[config.mk]
export PLATFORM = sky130hd
export DESIGN_NAME = two_wire_key_chip_master
export DESIGN_NICKNAME = d
export VERILOG_FILES = /design/src/twkc_pkg.sv /design/src/twkc_seq.sv /design/src/two_wire_key_chip_master.sv
export SDC_FILE = /design/constraint.sdc
export NUM_CORES = 1
export LEC_CHECK = 0
export BUFFER_PORTS_ARGS = -buffer_cell sky130_fd_sc_hd__clkbuf_2
export CORE_UTILIZATION = 55
export CTS_CLUSTER_DIAMETER = 40
export DETAILED_ROUTE_END_ITERATION = 10
export PLACE_DENSITY = 0.85
export SLEW_MARGIN = 5
export SYNTH_ARGS = -nofsm -noshare
export SYNTH_HDL_FRONTEND = slang
export SYNTH_HIERARCHICAL = 1
export SYNTH_SLANG_ARGS = --single-unit
[constraint.sdc]
create_clock -name clk -period 9.65 [get_ports clk]
set_input_delay 0.965 -clock clk [delete_from_list [all_inputs] [get_ports clk]]
set_output_delay 0.965 -clock clk [all_outputs]
set_load 0.01 [all_outputs]
[src/twkc_pkg.sv]
// Shared types and constants of the two-wire key chip master.
// No dependencies.
package twkc_pkg;

  localparam int BYTE_BITS = 8;
  localparam int BIT_W     = $clog2(BYTE_BITS);
  localparam logic [BIT_W-1:0] BIT_LAST = BIT_W'(BYTE_BITS - 1);

  localparam int STEP_W  = 16;
  localparam int CFG_AW  = 3;
  localparam int CFG_DW  = 32;

  // Register index of the step length register
  localparam logic [0:0] REG_CYCLES_PER_STEP = 1'b0;

  typedef enum logic [1:0] {
    OP_TICK  = 2'd0,
    OP_WRITE = 2'd1,
    OP_READ  = 2'd2,
    OP_RSVD  = 2'd3
  } twkc_op_t;

  typedef enum logic [3:0] {
    PH_IDLE      = 4'd0,
    PH_SETUP     = 4'd1,
    PH_START     = 4'd2,
    PH_START_LOW = 4'd3,
    PH_CMD       = 4'd4,
    PH_ACK       = 4'd5,
    PH_RBIT      = 4'd6,
    PH_WBIT      = 4'd7,
    PH_REND      = 4'd8,
    PH_STOP      = 4'd9
  } twkc_phase_t;

  typedef struct packed {
    logic [1:0]           opcode;
    logic [BYTE_BITS-1:0] command_byte;
    logic [BYTE_BITS-1:0] write_byte;
    logic                 sda_in;
  } twkc_in_t;

  typedef struct packed {
    logic                 scl_level;
    logic                 sda_level;
    logic                 sda_drive;
    logic                 busy_res;
    logic                 done_res;
    logic [BYTE_BITS-1:0] read_byte;
  } twkc_out_t;

endpackage

[src/twkc_seq.sv]
// Pin waveform sequencer: phase state, step timer, shift registers.
// Depends on twkc_pkg. One beat advances the waveform by one tick.
module twkc_seq import twkc_pkg::*; (
  input  logic              clk,
  input  logic              rst_n,
  input  logic              beat_en,
  input  twkc_in_t          beat,
  input  logic [STEP_W-1:0] step_len,
  output twkc_out_t         res
);

  twkc_phase_t          phase_r, phase_nxt;
  logic [1:0]           sub_r, sub_nxt;
  logic [BIT_W-1:0]     bit_r, bit_nxt;
  logic [BYTE_BITS-1:0] cmd_r, cmd_nxt;
  logic [BYTE_BITS-1:0] dat_r, dat_nxt;
  logic                 rd_r, rd_nxt;
  logic [STEP_W-1:0]    tick_r, tick_nxt;
  logic [BYTE_BITS-1:0] last_rd_r, last_rd_nxt;

  // Effective state after a possible start on this beat
  logic                 start;
  twkc_phase_t          ph;
  logic [1:0]           sub;
  logic [BIT_W-1:0]     bidx;
  logic [BYTE_BITS-1:0] cmd;
  logic [BYTE_BITS-1:0] dat;
  logic                 rd;
  logic [STEP_W-1:0]    tick;
  logic                 busy;
  logic                 step_end;
  logic                 done;
  logic [STEP_W:0]      len;
  logic                 scl, sda, drv;

  // Start decode: a start opcode is taken only while idle
  always_comb begin
    start = (phase_r == PH_IDLE) &&
            ((beat.opcode == OP_WRITE) || (beat.opcode == OP_READ));
    ph    = start ? PH_SETUP : phase_r;
    sub   = start ? 2'd0 : sub_r;
    bidx  = start ? BIT_LAST : bit_r;
    cmd   = start ? beat.command_byte : cmd_r;
    rd    = start ? (beat.opcode == OP_READ) : rd_r;
    dat   = start ? ((beat.opcode == OP_READ) ? '0 : beat.write_byte) : dat_r;
    tick  = start ? '0 : tick_r;
    busy  = (ph != PH_IDLE);
    // zero step length behaves as one
    len   = (step_len == '0) ? (STEP_W+1)'(1) : {1'b0, step_len};
    step_end = busy && (({1'b0, tick} + (STEP_W+1)'(1)) >= len);
  end

  // Line levels for the current step
  always_comb begin
    scl = 1'b1;
    sda = 1'b1;
    drv = 1'b0;
    case (ph)
      PH_SETUP:     begin scl = 1'b1; sda = 1'b1; drv = 1'b1; end
      PH_START:     begin scl = 1'b1; sda = 1'b0; drv = 1'b1; end
      PH_START_LOW: begin scl = 1'b0; sda = 1'b0; drv = 1'b1; end
      PH_CMD:       begin scl = (sub == 2'd1); sda = cmd[bidx]; drv = 1'b1; end
      PH_WBIT:      begin scl = (sub == 2'd1); sda = dat[bidx]; drv = 1'b1; end
      PH_ACK:       begin scl = (sub == 2'd1); sda = 1'b1; drv = 1'b0; end
      PH_RBIT:      begin scl = (sub == 2'd0); sda = 1'b1; drv = 1'b0; end
      PH_REND:      begin scl = 1'b1; sda = 1'b1; drv = 1'b1; end
      PH_STOP: begin
        scl = (sub != 2'd0);
        sda = (sub == 2'd2);
        drv = 1'b1;
      end
      default:      begin scl = 1'b1; sda = 1'b1; drv = 1'b0; end
    endcase
  end

  // Next state at the end of each timing step
  always_comb begin
    phase_nxt   = ph;
    sub_nxt     = sub;
    bit_nxt     = bidx;
    cmd_nxt     = cmd;
    dat_nxt     = dat;
    rd_nxt      = rd;
    last_rd_nxt = last_rd_r;
    done        = 1'b0;
    tick_nxt    = busy ? (step_end ? '0 : tick + STEP_W'(1)) : tick;
    if (step_end) begin
      case (ph)
        PH_SETUP:     phase_nxt = PH_START;
        PH_START:     phase_nxt = PH_START_LOW;
        PH_START_LOW: begin
          phase_nxt = PH_CMD;
          sub_nxt   = 2'd0;
          bit_nxt   = BIT_LAST;
        end
        PH_CMD, PH_WBIT: begin
          if (sub != 2'd2) begin
            sub_nxt = sub + 2'd1;
          end else begin
            sub_nxt = 2'd0;
            if (bidx == '0) begin
              phase_nxt = (ph == PH_CMD) ? PH_ACK : PH_STOP;
            end else begin
              bit_nxt = bidx - BIT_W'(1);
            end
          end
        end
        PH_ACK: begin
          if (sub != 2'd2) begin
            sub_nxt = sub + 2'd1;
          end else begin
            sub_nxt   = 2'd0;
            bit_nxt   = BIT_LAST;
            phase_nxt = rd ? PH_RBIT : PH_WBIT;
          end
        end
        PH_RBIT: begin
          if (sub == 2'd0) begin
            // sample on the last tick of the clock-high step
            dat_nxt[bidx] = dat[bidx] | beat.sda_in;
            sub_nxt       = 2'd1;
          end else begin
            sub_nxt = 2'd0;
            if (bidx == '0) phase_nxt = PH_REND;
            else            bit_nxt   = bidx - BIT_W'(1);
          end
        end
        PH_REND: done = 1'b1;
        PH_STOP: begin
          if (sub != 2'd2) sub_nxt = sub + 2'd1;
          else             done    = 1'b1;
        end
        default: phase_nxt = PH_IDLE;
      endcase
      if (done) begin
        if (rd) last_rd_nxt = dat_nxt;
        phase_nxt = PH_IDLE;
        sub_nxt   = 2'd0;
        bit_nxt   = BIT_LAST;
      end
    end
  end

  // Result of this beat; idle shows both lines high, data released
  always_comb begin
    res.scl_level = busy ? scl : 1'b1;
    res.sda_level = busy ? sda : 1'b1;
    res.sda_drive = busy ? drv : 1'b0;
    res.busy_res  = busy;
    res.done_res  = done;
    res.read_byte = last_rd_nxt;
  end

  // State registers, advanced once per accepted beat
  always_ff @(posedge clk) begin
    if (!rst_n) begin
      phase_r   <= PH_IDLE;
      sub_r     <= 2'd0;
      bit_r     <= BIT_LAST;
      cmd_r     <= '0;
      dat_r     <= '0;
      rd_r      <= 1'b0;
      tick_r    <= '0;
      last_rd_r <= '0;
    end else if (beat_en) begin
      phase_r   <= phase_nxt;
      sub_r     <= sub_nxt;
      bit_r     <= bit_nxt;
      cmd_r     <= cmd_nxt;
      dat_r     <= dat_nxt;
      rd_r      <= rd_nxt;
      tick_r    <= tick_nxt;
      last_rd_r <= last_rd_nxt;
    end
  end

endmodule

[src/two_wire_key_chip_master.sv]
// Two-wire key chip master: one result beat per input beat (one pin tick).
// The result is registered, in the output register or, behind a held one, the skid entry.
// Throughput: one beat per cycle while the skid entry is free; a two-entry output
// buffer (register + skid) keeps input flowing while one result waits. Sync active-low
// reset: idle, step length 1, last read byte 0. Depends on twkc_pkg and twkc_seq.
module two_wire_key_chip_master import twkc_pkg::*; (
  input  logic              clk,
  input  logic              rst_n,
  // input beats
  input  logic              in_valid,
  output logic              in_stall,
  input  twkc_in_t          in_data,
  // result beats
  output logic              out_valid,
  input  logic              out_stall,
  output twkc_out_t         out_data,
  // register port
  input  logic              cfg_psel,
  input  logic              cfg_penable,
  input  logic              cfg_pwrite,
  input  logic [CFG_AW-1:0] cfg_paddr,
  input  logic [CFG_DW-1:0] cfg_pwdata,
  output logic [CFG_DW-1:0] cfg_prdata,
  output logic              cfg_pready
);

  logic [STEP_W-1:0] step_len_r;
  logic              cfg_wr;
  logic              in_acc;
  logic              out_pop;
  twkc_out_t         res;
  twkc_out_t         out_r, skid_r;
  logic              out_vld_r, skid_vld_r;

  // Register port: single register at byte address 0
  assign cfg_pready = 1'b1;
  assign cfg_wr     = cfg_psel && cfg_penable && cfg_pwrite && cfg_pready;
  assign cfg_prdata = (cfg_paddr[CFG_AW-1] == REG_CYCLES_PER_STEP) ?
                      {(CFG_DW-STEP_W)'(0), step_len_r} : '0;

  always_ff @(posedge clk) begin
    if (!rst_n) begin
      step_len_r <= STEP_W'(1);
    end else if (cfg_wr && (cfg_paddr[CFG_AW-1] == REG_CYCLES_PER_STEP)) begin
      step_len_r <= cfg_pwdata[STEP_W-1:0];
    end
  end

  // Handshake: stall only when the skid entry is occupied
  assign in_stall = skid_vld_r;
  assign in_acc   = in_valid && !skid_vld_r;
  assign out_pop  = out_vld_r && !out_stall;

  twkc_seq u_seq (
    .clk      (clk),
    .rst_n    (rst_n),
    .beat_en  (in_acc),
    .beat     (in_data),
    .step_len (step_len_r),
    .res      (res)
  );

  // Output register plus skid entry
  always_ff @(posedge clk) begin
    if (!rst_n) begin
      out_vld_r  <= 1'b0;
      skid_vld_r <= 1'b0;
    end else if (out_pop) begin
      if (skid_vld_r) begin
        skid_vld_r <= 1'b0;
      end else begin
        out_vld_r <= in_acc;
      end
    end else if (in_acc) begin
      if (out_vld_r) skid_vld_r <= 1'b1;
      else           out_vld_r  <= 1'b1;
    end
  end

  always_ff @(posedge clk) begin
    if (out_pop) begin
      out_r <= skid_vld_r ? skid_r : res;
    end else if (in_acc) begin
      if (out_vld_r) skid_r <= res;
      else           out_r  <= res;
    end
  end

  assign out_valid = out_vld_r;
  assign out_data  = out_r;

endmodule

==> flow_summary_export.csv, run 1 <==
group,metric,value,unit
power_and_ir_drop,p_int,0.0006424,W
finish,drive_above_1_share,0.1751,
routing,drc,0,
synth,syn_area,6197,um2
run,drv_cap,0,
cts,holdBufCountCts,0,
finish,diodes,0,
hold_path,hold_class,"reg -> reg",
global_route,grt_max_degree,71,
power_and_ir_drop,cellPowerDensity,157.6,nW/um2
routing,drtIter0Drc,475,
worst_setup_path,crit_type,"in -> reg",
worst_setup_path,critPathLaunchType,"input port",
global_route,overflow,0,
global_route,antenna_found_initial,0,
timing,fin_skew,0.01695,ns
routing,dr.pass1.iters,6,
synth,yosysMostFrequentCell,"nand2_1",
timing,worst_pin_slew,1.210,ns
routing,wl,16.30,mm
finish,fin_util,0.6127,
floorplanning,core_area,10890,um2
power_and_ir_drop,vdd_drop_max,0.08412,mV
timing,hold_slack,0.4567,ns
cts,cts_made_buffers,9,
worst_setup_path,worstPathArrival,6.47,ns
timing,min_period_over_period,0.6567,
power_and_ir_drop,leakagePower,2.660,nW
cts,insertion_delay,0.37,ns
synth,synth_top_area_cell,"dfxtp_1",
floorplanning,rows,38,
power_and_ir_drop,pwr-share-comb,0.321,
global_route,grt_pass1_vias,5619,
cts,cts-root-buf,"clkbuf_8",
cts,clk_path_buf_depth,2,
timing,min_period,6.337,ns
worst_setup_path,endpoint_kind,"flop",
routing,vias,5762,
cts,cts_tree,"yes",
cts,cts_setup_buffers,0,
finish,num-fill-cells,906,
timing,setup_tns,0,ns
synth,ys.warnings.count,6,
floorplanning,die_y,108.2,um
power_and_ir_drop,swShare,0.3889,
synth,synth_cell_types,73,
finish,nNetsFinal,852,
outcome,status,"finished clean",
power_and_ir_drop,pwr-share-seq,0.446,
cts,h-tree-depth,3,
routing,ant_nets,0,
synth,synth_top_cells_by_count,"nand2_1, dfxtp_1, a21oi_1",
finish,final_area,6671,um2
synth,yosysTopAreaCellShare,0.2197,
cts,clk_pin_slew_worst_paths,0.10,ns
global_route,grt_pass1_wl,26.39,mm
synth,synth_ff_type,"dfxtp_1",
worst_setup_path,cp.required,9.78,ns
placed_design,gp_congestion,0.9232,
synth,synth_cells,725,
power_and_ir_drop,p_sw,0.0004087,W
global_route,grt_use_total,0.2844,
synth,seq_area_frac_synth,0.3456,
placed_design,port_buffers,73,
routing,viasPerCell,6.325,
timing,slew_viol_final,0,
cts,cts.sinks,94,
synth,synth.area.top_cells,"dfxtp_1, edfxtp_1, nand2_1",
timing,finalHoldViolCount,0,
power_and_ir_drop,total_power,0.001051,W
placed_design,place_area,6497,um2
routing,post_drt_wl_per_cell,17.89,um
timing,fmax,157.8,MHz
cts,cts_resized,0,
synth,synth_edf_count,26,
floorplanning,io_pins,109,
power_and_ir_drop,p_clk_frac,0.232,
synth,synth-seq-cells,94,
worst_setup_path,crit_path_max_fanout,21,
finish,syn_to_final_growth,7.652,%
worst_setup_path,r2r_slack,3.79,ns
timing,rsz0062_at_grt,"no",
timing,slew_headroom,0.1919,
synth,ys_async_sr_fraction,0,
floorplanning,die-area,11700,um2
floorplanning,initial_utilization,0.5692,
timing,finalSetupViolCount,0,
floorplanning,die_w,108.2,um
placed_design,dp_hpwl,11.57,mm
synth,syn_area_per_cell,8.548,um2
==> metrics by stage <==
| stage | instances | setup slack (ns) |
|---|---|---|
| after floorplan | 740 | 4.009 |
| after global placement | 895 | 3.183 |
| after detailed placement | 895 | 3.134 |
| after CTS | 911 | 3.517 |
| after global routing | 911 | 3.132 |
| final | 911 | 3.313 |
==> final timing paths <==
path,startpoint,end,cells past startpoint
worst min-delay path,u_seq/cmd_r[3]$_SDFFE_PN0P_,u_seq/cmd_r[3]$_SDFFE_PN0P_,2
worst max register to register,u_seq/phase_r[3]$_SDFFE_PN0P_,out_data[0]$_DFFE_PP_,16
worst min register to register,u_seq/cmd_r[3]$_SDFFE_PN0P_,u_seq/cmd_r[3]$_SDFFE_PN0P_,2
worst max-delay path,in_data[17],out_data[0]$_DFFE_PP_,19
==> registers in the layout, summed over array words and instances, names as in the netlist <==
name             cells
skid_r              13
u_seq/last_rd_r      8
step_len_r          16
u_seq/phase_r        4
u_seq/tick_r        16
in_stall             1
u_seq/dat_r          8
u_seq/cmd_r          8
u_seq/bit_r          3
u_seq/rd_r           1
u_seq/sub_r          2
out_data            13
out_valid            1
==> routing by layer <==
metal  GRT usage  part of all wire  routed length [um]
met1      0.3516              0.41                6684
met4      0.1321             0.024                 386
met3     0.05003             0.081                1315
met5           0                 0                   0
met2      0.4800              0.49                7915
==> logic make-up (layout without fill, tap and decap cells) <==
family | count (synthesis) | in the layout | share of synthesized area
simple gates | 270 | 270 | 0.2217
compound gates | 161 | 161 | 0.1757
buf+inv | 100 | 131 | 0.07894
flops | 94 | 94 | 0.3457
mux | 59 | 59 | 0.1064
fa+ha+maj | 26 | 26 | 0.05209
xor+xnor | 13 | 13 | 0.01837
other cells | 2 | 17 | 0.001212
==> power by group through the flow <==
| stage | combinational (W) | sequential (W) | clock (W) |
|---|---|---|---|
| final | 0.000338 | 0.000469 | 0.000244 |
| after global routing | 0.000363 | 0.000473 | 0.000264 |
| after detailed placement | 0.000325 | 0.000477 | 0 |
| after global placement | 0.000313 | 0.000475 | 0 |
| after floorplan | 0.000251 | 0.000460 | 0 |
| after CTS | 0.000326 | 0.000468 | 0.000248 |
==> placed cells by master, fill, tap and decap left out, types with 5 or more instances in the layout <==
cell type	n
a21boi_0	5
a21oi_1	57
a31oi_1	5
a41o_1	7
and2_1	5
and2b_2	6
and3_1	13
buf_4	8
clkbuf_2	73
clkbuf_8	9
conb_1	17
dfxtp_1	68
edfxtp_1	26
ha_1	25
inv_1	32
mux2_2	24
mux2i_1	31
nand2_1	110
nand2b_1	6
nand3_1	23
nand4_1	10
nor2_1	27
nor2b_1	20
nor3_1	15
nor4_1	7
nor4b_1	7
o211ai_1	18
o21ai_0	20
xnor2_1	6
xor2_1	7
==> worst max-delay path, stage by stage <==
cell      delay (ns)
clkbuf_2        0.07
inv_1           0.03
ha_1            0.26
buf_4           0.27
clkinv_1        0.30
nand2_1         0.71
and2_1          0.31
ha_1            0.26
nand3_1         0.25
nor3_1          0.40
xnor2_1         0.15
ha_1            0.34
a21oi_1         0.14
o21ai_0         0.09
a211o_1         0.35
or2_1           0.37
o21ai_2         0.49
mux2_2          0.42
mux2_2          0.27
==> layout make-up <==
| type | count | area [um2] | area share |
|---|---|---|---|
| inverters | 34 | 127.6 | 0.01913 |
| clock inverters | 6 | 46.29 | 0.006939 |
| flip-flops and latches | 94 | 2142 | 0.3211 |
| multi-input cells | 546 | 3627 | 0.5437 |
| well taps | 140 | 175.2 | 0.02626 |
| clock buffers | 10 | 127.6 | 0.01913 |
| repair buffers | 81 | 425.4 | 0.06377 |
(Power assumes the default switching activity.)
==> run 2: changes to the inputs <==
- clock period: 9.65 -> 6.18 ns (I/O delays scaled with it)
==> run 2 against run 1 <==
Against the previous run: routed wire length down 0.28%; final cell count up 0.88%; sequential power up 57%; critical path type is now reg -> reg; critical endpoint is now out_data[3]$_DFFE_PP_.
==> flow_summary_export.csv, run 2 (same netlist as run 1, synthesis figures left out) <==
group,metric,value,unit
global_route,grt_pass1_wl,26.75,mm
timing,fin_ws,0.8389,ns
placed_design,place_area,6553,um2
floorplanning,die_y,108.2,um
timing,slew_headroom,0.3738,
timing,fin_skew,0.01927,ns
outcome,status,"finished clean",
cts,cts_made_buffers,9,
global_route,overflow,0,
finish,final_area,6760,um2
worst_setup_path,critPathLaunchType,"flop",
cts,clk_pin_slew_worst_paths,0.11,ns
routing,drtIter0Drc,519,
cts,h-tree-depth,3,
hold_path,hp-start,"u_seq/cmd_r[3]$_SDFFE_PN0P_",
global_route,grt_max_degree,71,
finish,num-fill-cells,918,
timing,finalHoldViolCount,0,
cts,holdBufCountCts,0,
floorplanning,io_pins,109,
worst_setup_path,r2r_start,"u_seq/phase_r[3]$_SDFFE_PN0P_",
worst_setup_path,crit_path_max_fanout,23,
placed_design,dp_hpwl,11.49,mm
floorplanning,rows,38,
global_route,antenna_found_initial,0,
timing,worst_pin_slew,0.9359,ns
routing,drc,0,
finish,mostFrequentLayoutCells,"nand2_1, clkbuf_2, dfxtp_1, a21oi_1, inv_1",
routing,viasPerCell,6.177,
worst_setup_path,worstPathArrival,5.48,ns
floorplanning,initial_utilization,0.5692,
cts,insertion_delay,0.38,ns
timing,min_period,5.341,ns
timing,finalSetupViolCount,0,
finish,syn_to_final_growth,9.085,%
worst_setup_path,crit-reg2reg-capture,"out_data[3]$_DFFE_PP_",
timing,setup_tns,0,ns
routing,ant_nets,0,
cts,cts-root-buf,"clkbuf_8",
cts,cts_setup_buffers,0,
timing,rsz0062_at_grt,"no",
global_route,grt_use_total,0.2899,
timing,min_period_over_period,0.8643,
cts,cts_resized,0,
routing,dr.pass1.iters,6,
power_and_ir_drop,leakagePower,2.716,nW
timing,fmax,187.2,MHz
routing,wl,16.26,mm
finish,nNetsFinal,860,
worst_setup_path,endpoint_kind,"flop",
placed_design,pre_cts_slack,0.9619,ns
hold_path,worstHoldEndpoint,"u_seq/cmd_r[3]$_SDFFE_PN0P_",
routing,post_drt_wl_per_cell,17.69,um
cts,cts.sinks,94,
floorplanning,core_area,10890,um2
worst_setup_path,r2r_slack,0.84,ns
hold_path,hold_class,"reg -> reg",
hold_path,whs_path_depth,2,
timing,slew_viol_final,0,
worst_setup_path,cp.required,6.32,ns
placed_design,gp_congestion,0.9075,
finish,final_common_cell,"nand2_1",
power_and_ir_drop,vdd_drop_max,0.1558,mV
worst_setup_path,crit_type,"reg -> reg",
run,drv_cap,0,
worst_setup_path,timing.reg2reg.worst_path_depth,11,
global_route,grt_pass1_vias,5599,
floorplanning,die_w,108.2,um
power_and_ir_drop,cellPowerDensity,249.8,nW/um2
finish,top_regs,"step_len_r x16, u_seq/tick_r x16",
placed_design,port_buffers,73,
finish,diodes,0,
routing,vias,5677,
floorplanning,die-area,11700,um2
finish,drive_above_1_share,0.1849,
cts,clk_path_buf_depth,2,
cts,cts_tree,"yes",
run 2: changes by cell type in the layout (fill, tap and decap cells not counted), moves of 2 or more:
cell,previous run,this run
inv_8,0,2
buf_4,8,16
clkinv_8,0,2
inv_6,2,0
run 2: layer usage:
| metal | vias to the layer above | wire length [um] | global-route usage |
|---|---|---|---|
| met4 | 0 | 395 | 0.1106 |
| met2 | 295 | 8007 | 0.5000 |
| met5 | - | 0 | 0 |
| met1 | 2638 | 6573 | 0.3643 |
| met3 | 42 | 1281 | 0.04219 |
| li1 | 2702 | - | - |
run 2: through the flow:
step                hold slack, ns  total power [W]  utilization  std cells
floorplan                   0.4313         0.001110            -        740
global placement            0.4394         0.001250       0.6018        903
detailed placement          0.4490         0.001266       0.6018        903
CTS                         0.4496         0.001675       0.6205        919
global route                0.4543         0.001772       0.6209        919
finish                      0.4581         0.001689       0.6209        919
run 2: area by class of cell:
| class | count | area [um2] | area share |
|---|---|---|---|
| multi-input combinational | 546 | 3626 | 0.5364 |
| timing repair buffer | 89 | 485.5 | 0.07181 |
| clock buffer | 9 | 123.9 | 0.01832 |
| inverter | 34 | 127.6 | 0.01888 |
| tap | 140 | 175.2 | 0.02591 |
| clock inverter | 7 | 80.08 | 0.01185 |
| sequential | 94 | 2142 | 0.3169 |
run 2: worst max-delay path by stage:
stage / cells past startpoint / slack, ns / startpoint / to
after floorplan: 21 / 0.89 / in_data[17] / out_data[0]$_DFFE_PP_
after global placement: 19 / 1.07 / in_data[17] / out_data[4]$_DFFE_PP_
after detailed placement: 19 / 0.96 / in_data[17] / out_data[3]$_DFFE_PP_
after CTS: 11 / 1.01 / u_seq/phase_r[3]$_SDFFE_PN0P_ / out_data[3]$_DFFE_PP_
after global routing: 11 / 0.69 / u_seq/phase_r[3]$_SDFFE_PN0P_ / out_data[0]$_DFFE_PP_
final: 11 / 0.84 / u_seq/phase_r[3]$_SDFFE_PN0P_ / out_data[3]$_DFFE_PP_
run 2: worst max-delay path, stage by stage, from the launching register on:
cell and delay [ns]:
dfxtp_1 0.60, or4_1 0.92, nor2_1 0.83, nor2_1 0.17, ha_1 0.37, a21oi_1 0.16
o21ai_0 0.11, a211o_1 0.36, or2_1 0.38, o21ai_2 0.50, mux2_2 0.41, mux2_2 0.28
run 2: power breakdown:
group,total (W),switching [W],internal [W]
Sequential,0.000737,0.0000588,0.000679
Combinational,0.000537,0.000351,0.000186
Clock,0.000415,0.000255,0.000160
==> run 3: changes to the inputs <==
- BUFFER_PORTS_ARGS: -buffer_cell sky130_fd_sc_hd__clkbuf_2 -> default
- DONT_BUFFER_PORTS: default -> 1
- PLACE_DENSITY: 0.85 -> 0.76
==> run 3 against run 2 <==
Against the previous run: via count down 3.0%; critical path depth up 6; clock power down 2%; combinational power down 5.4%; register-to-register slack better by 0.22 ns; global-route usage down 0.78 points; critical endpoint is now out_data[4]$_DFFE_PP_.
==> flow_summary_export.csv, run 3 (same netlist as run 1, synthesis figures left out) <==
group,metric,value,unit
timing,slew_viol_final,0,
routing,wl,16.16,mm
routing,drtIter0Drc,452,
finish,nNetsFinal,784,
cts,cts_resized,0,
routing,viasPerCell,6.530,
power_and_ir_drop,p_int,0.001004,W
floorplanning,die_y,108.2,um
global_route,grt_pass1_wl,25.92,mm
worst_setup_path,crit_path_max_fanout,18,
floorplanning,io_pins,109,
power_and_ir_drop,vdd_drop_max,0.1349,mV
global_route,overflow,0,
cts,cts_made_buffers,9,
worst_setup_path,path_cells,"nor4_1 > buf_4 > nand2_1 > and2_1 > ha_1 > nand3_1 > nor3_1 > xnor2_1 > nor2_1 > ha_1 > a21oi_1 > o21ai_0 > a211o_1 > or2_1 > o21ai_2 > mux2_2 > mux2_2",
cts,insertion_delay,0.38,ns
routing,wl_met3,1.309,mm
routing,ant_nets,0,
timing,setup_tns,0,ns
power_and_ir_drop,pwr-share-seq,0.445,
finish,top_regs,"step_len_r x16, u_seq/tick_r x16",
finish,mostFrequentLayoutCells,"nand2_1, dfxtp_1, a21oi_1, inv_1, mux2i_1",
global_route,grt_pass1_vias,5221,
routing,drc,0,
global_route,grt_use_total,0.2820,
power_and_ir_drop,swShare,0.3914,
finish,final_area,6354,um2
timing,rsz0062_at_grt,"no",
floorplanning,die-area,11700,um2
worst_setup_path,critPathLaunchType,"flop",
run,drv_cap,0,
cts,cts.sinks,94,
global_route,grt_max_degree,71,
routing,met1_length,6.469,mm
finish,drive_above_1_share,0.09673,
timing,min_period,5.123,ns
floorplanning,rows,38,
cts,clk_path_buf_depth,2,
cts,h-tree-depth,3,
floorplanning,initial_utilization,0.5692,
timing,slew_headroom,0.2838,
finish,diodes,0,
placed_design,gp_congestion,0.9002,
routing,wl_met2,7.975,mm
power_and_ir_drop,leakagePower,2.386,nW
finish,syn_to_final_growth,2.524,%
global_route,antenna_found_initial,0,
worst_setup_path,critPathMaxStageDelay,0.71,ns
routing,dr.pass1.iters,5,
timing,finalSetupViolCount,0,
worst_setup_path,critPathTopFamily,"simple AND/OR/NAND/NOR gates",
routing,highest_layer,"met4",
timing,worst_pin_slew,1.073,ns
cts,cts-root-buf,"clkbuf_8",
worst_setup_path,endpoint_kind,"flop",
worst_setup_path,slowest_stage,"dfxtp_1",
routing,post_drt_wl_per_cell,19.17,um
timing,fin_skew,0.02632,ns
finish,final_common_cell,"nand2_1",
worst_setup_path,worstPathArrival,5.27,ns
power_and_ir_drop,pwr-share-comb,0.308,
power_and_ir_drop,cellPowerDensity,259.6,nW/um2
timing,min_period_over_period,0.8290,
worst_setup_path,worst-path-buf-inv,1,
placed_design,dp_hpwl,11.52,mm
power_and_ir_drop,p_clk_frac,0.247,
placed_design,place_area,6165,um2
floorplanning,core_area,10890,um2
placed_design,port_buffers,0,
power_and_ir_drop,p_sw,0.0006456,W
timing,hold_slack,0.3654,ns
worst_setup_path,crit_type,"reg -> reg",
timing,finalHoldViolCount,0,
floorplanning,die_w,108.2,um
timing,fmax,195.2,MHz
cts,cts_setup_buffers,0,
worst_setup_path,cp.required,6.33,ns
outcome,status,"finished clean",
routing,vias,5505,
cts,cts_tree,"yes",
cts,holdBufCountCts,0,
cts,clk_pin_slew_worst_paths,0.11,ns
hold_path,hold_class,"in -> reg",
==> run 3: changes by cell type in the layout (fill, tap and decap cells not counted), sizes merged <==
cell,before,now
clkinv,6,4
buf,16,13
clkbuf,82,9
inv,34,36
==> run 3: metrics by stage <==
stage	cells	power [W]	util	setup slack, ns
floorplan	740	0.001110	-	0.8856
global placement	827	0.001222	0.5662	0.8860
detailed placement	827	0.001235	0.5662	0.7539
CTS	843	0.001633	0.5832	1.080
global route	843	0.001717	0.5835	0.7528
finish	843	0.001649	0.5835	1.057
==> run 3: worst paths after layout <==
| kind | endpoint | cells after the start | startpoint | slack, ns |
|---|---|---|---|---|
| max | out_data[4]$_DFFE_PP_ | 17 | u_seq/phase_r[2]$_SDFFE_PN0P_ | 1.06 |
| min | u_seq/cmd_r[7]$_SDFFE_PN0P_ | 2 | in_data[16] | 0.37 |
| max reg2reg | out_data[4]$_DFFE_PP_ | 17 | u_seq/phase_r[2]$_SDFFE_PN0P_ | 1.06 |
| min reg2reg | u_seq/cmd_r[0]$_SDFFE_PN0P_ | 2 | u_seq/cmd_r[0]$_SDFFE_PN0P_ | 0.46 |
==> run 3: layout make-up <==
cell class | instances | area [um2]
Tap cell | 140 | 175.2
Timing Repair Buffer | 13 | 97.59
Multi-Input combinational cell | 546 | 3626
Fill cell | 943 | 4534
Clock buffer | 9 | 123.9
Sequential cell | 94 | 2142
Inverter | 34 | 127.6
Clock inverter | 7 | 61.31
==> run 3: power by group through the flow <==
| stage | clock network, W | logic [W] | registers (W) |
|---|---|---|---|
| 3_5_place_dp | 0 | 0.000488 | 0.000746 |
| 2_1_floorplan | 0 | 0.000392 | 0.000719 |
| 3_3_place_gp | 0 | 0.000478 | 0.000744 |
| 4_1_cts | 0.000411 | 0.000491 | 0.000732 |
| 6_report | 0.000408 | 0.000508 | 0.000734 |
| 5_1_grt | 0.000432 | 0.000545 | 0.000740 |
==> run 3: metal layers <==
metal | GRT usage | vias to the layer above
met5 | 0 | -
met4 | 0.1106 | 0
met3 | 0.05546 | 40
met2 | 0.4700 | 301
met1 | 0.3576 | 2619
li1 | - | 2545
